==> config.mk <==
export PLATFORM = sky130hd
export DESIGN_NAME = pbb_ctrl
export DESIGN_NICKNAME = d
export VERILOG_FILES = /design/src/pbb_pkg.sv /design/src/pbb_ctrl.sv
export SDC_FILE = /design/constraint.sdc
export NUM_CORES = 1
export LEC_CHECK = 0
export BUFFER_PORTS_ARGS = -buffer_cell sky130_fd_sc_hd__buf_2
export CAP_MARGIN = 20
export CORE_AREA = 2 2 39 41
export CTS_BUF_LIST = sky130_fd_sc_hd__clkbuf_4 sky130_fd_sc_hd__clkbuf_8
export DETAILED_ROUTE_END_ITERATION = 10
export DIE_AREA = 0 0 41 43
export PLACE_DENSITY = 0.81
export SYNTH_ARGS = -nofsm -noshare
export SYNTH_HDL_FRONTEND = slang
export SYNTH_SLANG_ARGS = --single-unit
==> constraint.sdc <==
create_clock -name clk -period 3.4 [get_ports clk]
set_input_delay 0.17 -clock clk [delete_from_list [all_inputs] [get_ports clk]]
set_output_delay 0.17 -clock clk [all_outputs]
set_load 0.03 [all_outputs]
==> src/pbb_pkg.sv <==
`timescale 1ns / 1ps
`default_nettype none
package pbb_pkg;

  localparam int GFX_WORDS_DEF = 65536;
  // wide enough for src*4 and for the largest store size
  localparam int RED_W = 19;

  localparam logic [1:0] CMD_CPU  = 2'd0;
  localparam logic [1:0] CMD_LOAD = 2'd1;
  localparam logic [1:0] CMD_READ = 2'd2;
  localparam logic [1:0] CMD_RSVD = 2'd3;

  localparam logic [15:0] WIN_PLANE_MASK = 16'hC000;
  localparam logic [15:0] WIN_PLANE      = 16'h8000;
  localparam logic [15:0] WIN_REG_MASK   = 16'hF000;
  localparam logic [15:0] WIN_REG        = 16'hE000;
  localparam logic [2:0]  REG_PLANE      = 3'd0;
  localparam logic [2:0]  REG_SRC_LO     = 3'd1;
  localparam logic [2:0]  REG_SRC_HI     = 3'd2;
  localparam logic [2:0]  REG_Y          = 3'd3;
  localparam logic [2:0]  REG_X4         = 3'd4;
  localparam logic [2:0]  REG_H          = 3'd5;
  localparam logic [2:0]  REG_BLIT_W     = 3'd6;
  localparam logic [3:0]  NIB_TRANSP     = 4'h8;

  typedef struct packed {
    logic latch;
    logic reg_wr;
    logic clr_step;
    logic red_init_ld;
    logic red_init_blit;
    logic red_step;
    logic pos_load;
    logic pw_rd;
    logic pw_wr;
    logic gfx_wr;
    logic gfx_rd;
    logic bl_rd;
    logic bl_wr;
    logic adv;
    logic rd_rd;
    logic out_load;
  } ctl_cmd_t;

  typedef struct packed {
    logic [1:0] cmd;
    logic       plane_win;
    logic       reg_win;
    logic       reg_blit;
    logic       clr_done;
    logic       red_done;
    logic       pw_last;
    logic       nib_skip;
    logic       blit_last;
    logic       out_free;
  } dp_stat_t;

endpackage
`default_nettype wire

==> src/pbb_ctrl.sv <==
`timescale 1ns / 1ps
`default_nettype none
module pbb_ctrl import pbb_pkg::*; (
  input  wire logic     clk,
  input  wire logic     rst_n,
  input  wire logic     in_valid,
  output logic          in_ready,
  input  wire dp_stat_t stat,
  output ctl_cmd_t      cmd
);

  localparam logic [3:0] S_CLEAR  = 4'd0;
  localparam logic [3:0] S_IDLE   = 4'd1;
  localparam logic [3:0] S_DEC    = 4'd2;
  localparam logic [3:0] S_PW_RD  = 4'd3;
  localparam logic [3:0] S_PW_WR  = 4'd4;
  localparam logic [3:0] S_LD_RED = 4'd5;
  localparam logic [3:0] S_BL_RED = 4'd6;
  localparam logic [3:0] S_BL_GRD = 4'd7;
  localparam logic [3:0] S_BL_CHK = 4'd8;
  localparam logic [3:0] S_BL_WR  = 4'd9;
  localparam logic [3:0] S_RD_RD  = 4'd10;
  localparam logic [3:0] S_RD_OUT = 4'd11;

  logic [3:0] state_r, state_nxt;

  assign in_ready = (state_r == S_IDLE);

  always_ff @(posedge clk) begin
    if (!rst_n) begin
      state_r <= S_CLEAR;
    end else begin
      state_r <= state_nxt;
    end
  end

  always_comb begin
    state_nxt = state_r;
    cmd = '0;
    unique case (state_r)
      S_CLEAR: begin
        cmd.clr_step = 1'b1;
        if (stat.clr_done) state_nxt = S_IDLE;
      end
      S_IDLE: begin
        if (in_valid) begin
          cmd.latch = 1'b1;
          state_nxt = S_DEC;
        end
      end
      S_DEC: begin
        state_nxt = S_IDLE;
        unique case (stat.cmd)
          CMD_CPU: begin
            if (stat.plane_win) begin
              state_nxt = S_PW_RD;
            end else if (stat.reg_win) begin
              cmd.reg_wr = 1'b1;
              if (stat.reg_blit) begin
                cmd.red_init_blit = 1'b1;
                state_nxt = S_BL_RED;
              end
            end
          end
          CMD_LOAD: begin
            cmd.red_init_ld = 1'b1;
            state_nxt = S_LD_RED;
          end
          CMD_READ: state_nxt = S_RD_RD;
          default: state_nxt = S_IDLE;
        endcase
      end
      S_PW_RD: begin
        cmd.pw_rd = 1'b1;
        state_nxt = S_PW_WR;
      end
      S_PW_WR: begin
        cmd.pw_wr = 1'b1;
        state_nxt = stat.pw_last ? S_IDLE : S_PW_RD;
      end
      S_LD_RED: begin
        if (stat.red_done) begin
          cmd.gfx_wr = 1'b1;
          state_nxt = S_IDLE;
        end else begin
          cmd.red_step = 1'b1;
        end
      end
      S_BL_RED: begin
        if (stat.red_done) begin
          cmd.pos_load = 1'b1;
          state_nxt = S_BL_GRD;
        end else begin
          cmd.red_step = 1'b1;
        end
      end
      S_BL_GRD: begin
        cmd.gfx_rd = 1'b1;
        state_nxt = S_BL_CHK;
      end
      S_BL_CHK: begin
        if (stat.nib_skip) begin
          cmd.adv = 1'b1;
          state_nxt = stat.blit_last ? S_IDLE : S_BL_GRD;
        end else begin
          cmd.bl_rd = 1'b1;
          state_nxt = S_BL_WR;
        end
      end
      S_BL_WR: begin
        cmd.bl_wr = 1'b1;
        cmd.adv = 1'b1;
        state_nxt = stat.blit_last ? S_IDLE : S_BL_GRD;
      end
      S_RD_RD: begin
        cmd.rd_rd = 1'b1;
        state_nxt = S_RD_OUT;
      end
      S_RD_OUT: begin
        if (stat.out_free) begin
          cmd.out_load = 1'b1;
          state_nxt = S_IDLE;
        end
      end
      default: state_nxt = S_IDLE;
    endcase
  end

endmodule
`default_nettype wire

=== Word level (Yosys, flattened, before mapping) ===
Cells that the tools add are included.

* Flip-flop bits (word level): 4
* Output and inout bits: 17
* Word-level logic and storage cells: 65

* Equal/unequal tests: 18
* Multiplexer cells: 42
* Reduce and logical (&&, ||, !) cells: 4

{| class="wikitable"
|+ Operators by type and width
! operator !! number
|-
| $pmux W4 S12 || 1
|-
| $mux W4 || 8
|-
| $mux W1 || 27
|-
| $eq A4 B3 Y1 const B || 4
|-
| $eq A4 B4 Y1 const B || 4
|-
| $pmux W4 S3 || 1
|-
| $ne A2 B2 Y1 const B || 5
|-
| $eq A4 B2 Y1 const B || 2
|-
| $mux W3 || 2
|-
| $reduce_and A5 Y1 || 1
|-
| $eq A4 B1 Y1 const B || 1
|-
| $logic_not A4 Y1 || 1
|-
| $mux W2 || 2
|-
| $eq A2 B1 Y1 const B || 1
|-
| $eq A2 B2 Y1 const B || 1
|-
| $logic_not A2 Y1 || 1
|-
| $pmux W1 S2 || 1
|-
| $reduce_or A2 Y1 || 1
|}

=== Depth between registers and ports, before layout ===
* Depth after elaboration: 5
* Mapped depth: 6
* Gate-level depth less buffers: 5

=== Worst setup path before layout ===
No wires, ideal clock.

* Path type: reg-to-output
* Start: register state_r[2]
* End: output port cmd[6] in the netlist's numbering
* Arrival: 1.764 ns
* Required time: 3.230 ns
* Slack: 1.466 ns
* Cell stages (with the launch flop): 5
* Path buffers: 2
* Path through: dfxtp_1 -> buf_6 -> buf_2 -> nand2_1 -> nor4b_1

{| class="wikitable"
|+ RTL lines
! element !! RTL line !! RTL
|-
| from (decl) || pbb_ctrl.sv:25 || <nowiki>logic [3:0] state_r, state_nxt;</nowiki>
|-
| from (signal assigned) || pbb_ctrl.sv:33 || <nowiki>state_r <= state_nxt;</nowiki>
|-
| to (decl) || pbb_ctrl.sv:9 || <nowiki>output ctl_cmd_t cmd</nowiki>
|}

==> impl_metrics.py <==
metrics = {
    "logic_synthesis": {
        "syn_avg_cell_area_sq_um": 6.72,
        "synth-seq-cells": 4,
        "yosysUniqueCellTypes": 30,
        "syn_area_sq_um": 584,
        "syn_inst": 87,
        "ys_warn_count": 0,
        "synth.yosys.seq_area_share": 0.137,
        "syn-num-nets": 101,
    },
    "finish": {
        "antenna_cells": 0,
        "largest_reg_flops": 4,
        "syn_to_final_growth_pct": 25.5,
        "multi_input_area_sq_um": 449,
        "drive_above_1_share": 0.327,
        "area.sequential_sq_um": 80.1,
        "fin_cells": 129,
        "num-fill-cells": 137,
        "finalInstanceArea_sq_um": 733,
        "reg_top3": "state_r x4",
        "top_register": "state_r",
        "fin_nets": 129,
    },
    "timing": {
        "skew_ns": 0.00401,
        "relSlewSlack": 0.620,
        "setup_slack_ns": 1.33,
        "period_minus_slack_ns": 2.07,
        "hold_viol_final": 0,
        "worst_pin_slew_ns": 0.569,
        "finalMaxSlewViolations": 0,
        "tns_ns": 0,
        "max_freq_ghz": 0.484,
        "period_share": 0.608,
        "setup_violations": 0,
        "rsz0062_at_grt": "no",
    },
    "place": {
        "placed_area_sq_um": 711,
        "pre_cts_slack_ns": 1.59,
        "placed_cells": 126,
        "hpwl_um": 1180,
        "portBuffers": 30,
        "gp_congestion": 0.851,
    },
    "power": {
        "internal_power_w": 0.000109,
        "clkPwrFrac": 0.348,
        "power.density_nw_per_um2": 223,
        "vdd_drop_max_mv": 0.195,
        "p_seq_frac": 0.340,
        "pwr-share-comb": 0.311,
        "p_total_w": 0.000163,
        "netSwitchingFraction": 0.332,
        "switchingPower_w": 0.0000542,
        "p_leak_nw": 0.339,
    },
    "die": {
        "core_area_sq_um": 1380,
        "io_pins": 31,
        "start_util": 0.422,
        "die_w_um": 41,
        "row_count": 14,
        "fp.dieH_um": 43,
        "die_area_sq_um": 1760,
    },
    "route": {
        "final_antenna_net_count": 0,
        "wire_per_inst_um": 11.6,
        "drc": 0,
        "vias": 723,
        "detail_route.vias_per_cell": 5.60,
        "drt-initial-drc-count": 18,
        "wirelength_um": 1500,
        "first_pass_iters": 4,
    },
    "worst_setup_path": {
        "crit_type": "reg -> out",
        "path_cells": "nand2b_1 -> or3_4 -> nor4b_4 -> buf_2",
        "crit_slowest_cell": "dfxtp_1",
        "cp_max_fo": 18,
        "r2r_slack_ns": 1.75,
        "worstPathRequired_ns": 3.23,
        "worstSetupEndpointType": "output pin",
        "crit_family": "simple AND/OR/NAND/NOR gates",
        "worst-path-buf-inv": 1,
        "critPathArrivalTime_ns": 1.90,
        "worst_setup_path_start_kind": "flop",
        "slowest_delay_ns": 0.67,
    },
    "worst_hold_path": {
        "hp-class": "in -> reg",
    },
    "global_routing": {
        "grt_pass1_vias": 547,
        "grt_max_degree": 20,
        "overflow": 0,
        "grt.total_usage": 0.183,
        "antenna_found_initial": 0,
        "grt_pass1_wl_um": 2250,
    },
    "clocking": {
        "clk_pin_slew_worst_paths_ns": 0.04,
        "clock-root-buffer": "clkbuf_4",
        "cts_resized": 0,
        "cts_buffers": 3,
        "cts_tree": "built",
        "cts.path.max_buffers": 2,
        "h-tree-depth": 1,
        "cts_hold_buf": 0,
        "insertion_delay_ns": 0.23,
        "clock_sinks": 4,
        "cts_setup_buffers": 0,
    },
    "status": {
        "status": "complete, no violations",
    },
    "flow_run": {
        "maxCapViolCount": 0,
    },
}
[Yosys cell counts]
cell type	count	area share
nand3b_1	2	0.026
o21ai_0	5	0.043
nor4b_1	1	0.015
nor2_1	10	0.064
a2111oi_2	1	0.026
a211oi_1	3	0.039
nand3_1	1	0.0086
a221oi_1	1	0.015
buf_2	5	0.043
dfxtp_1	4	0.14
nor3_1	7	0.060
xor2_1	1	0.015
o22ai_1	1	0.011
a21oi_1	7	0.060
o21a_1	1	0.013
a2bb2oi_1	1	0.015
and2_1	3	0.032
nor4b_4	1	0.041
nor2b_1	4	0.043
o32ai_1	1	0.015
and3_1	3	0.032
buf_4	1	0.013
nand2_1	8	0.051
or3_4	1	0.019
inv_1	3	0.019
buf_6	1	0.019
or2_4	1	0.015
nand2b_1	3	0.032
a32oi_1	1	0.015
nor3b_1	5	0.064
[through the flow]
| step | utilization | hold slack, ns |
|---|---|---|
| after floorplan | - | 0.279 |
| after global placement | 0.514 | 0.436 |
| after detailed placement | 0.514 | 0.447 |
| after CTS | 0.530 | 0.196 |
| after global routing | 0.530 | 0.214 |
| final | 0.530 | 0.208 |
[area by class of cell]
type / instances / share of cell area
multi-input cells: 73 / 0.613
clock buffers: 3 / 0.0307
repair buffers: 30 / 0.205
well taps: 16 / 0.0273
inverters: 3 / 0.0154
flip-flops and latches: 4 / 0.109
[power groups by stage]
| stage | Combinational, W | Clock, W | Sequential (W) |
|---|---|---|---|
| after floorplan | 0.0000368 | 0 | 0.0000511 |
| after global placement | 0.0000500 | 0 | 0.0000556 |
| after detailed placement | 0.0000507 | 0 | 0.0000561 |
| after CTS | 0.0000509 | 0.0000610 | 0.0000553 |
| after global routing | 0.0000559 | 0.0000620 | 0.0000564 |
| final | 0.0000508 | 0.0000568 | 0.0000555 |
[per-layer routing]
layer  GRT usage  up-vias  part of all wire
met4      0.0800        0                 0
li1            -      368                 -
met1       0.250      331              0.45
met5           0        -                 0
met2       0.269       24              0.49
met3      0.0366        0             0.059
[worst register-to-register path: cells and delay by family, from the launching register on]
family	cells	cell delay [ns]
DFF	1	0.67
AOI/OAI and AO/OA	2	0.46
and+or+nand+nor	3	0.44
[kinds of logic (layout without fill, tap and decap cells)]
group           Yosys count  after routing  share of synthesized area
compound gates           22             22                      0.251
xor+xnor                  1              1                     0.0150
buf+inv                  10             36                     0.0942
flops                     4              4                      0.137
simple gates             50             50                      0.503
[final timing paths]
check                           from                       to  cells after the start
min reg2reg  state_r[1]$_SDFFE_PN0P_  state_r[1]$_SDFFE_PN0P_                      2
min                            rst_n  state_r[0]$_SDFFE_PN0P_                      3
max          state_r[1]$_SDFFE_PN0P_                  cmd[14]                      4
max reg2reg  state_r[1]$_SDFFE_PN0P_  state_r[1]$_SDFFE_PN0P_                      5
[cell usage in the layout (no fill, tap or decap), types with 2 or more instances in the layout]
master and n:
buf_2 30, nor2_1 10, nand2_1 8, nor3_1 7
a21oi_1 7, nor3b_1 5, o21ai_0 5, nor2b_1 4
dfxtp_1 4, nand2b_1 3, inv_1 3, and3_1 3
and2_1 3, a211oi_1 3, clkbuf_4 3, nand3b_1 2
No activity file was read; power rests on OpenSTA's default activity.
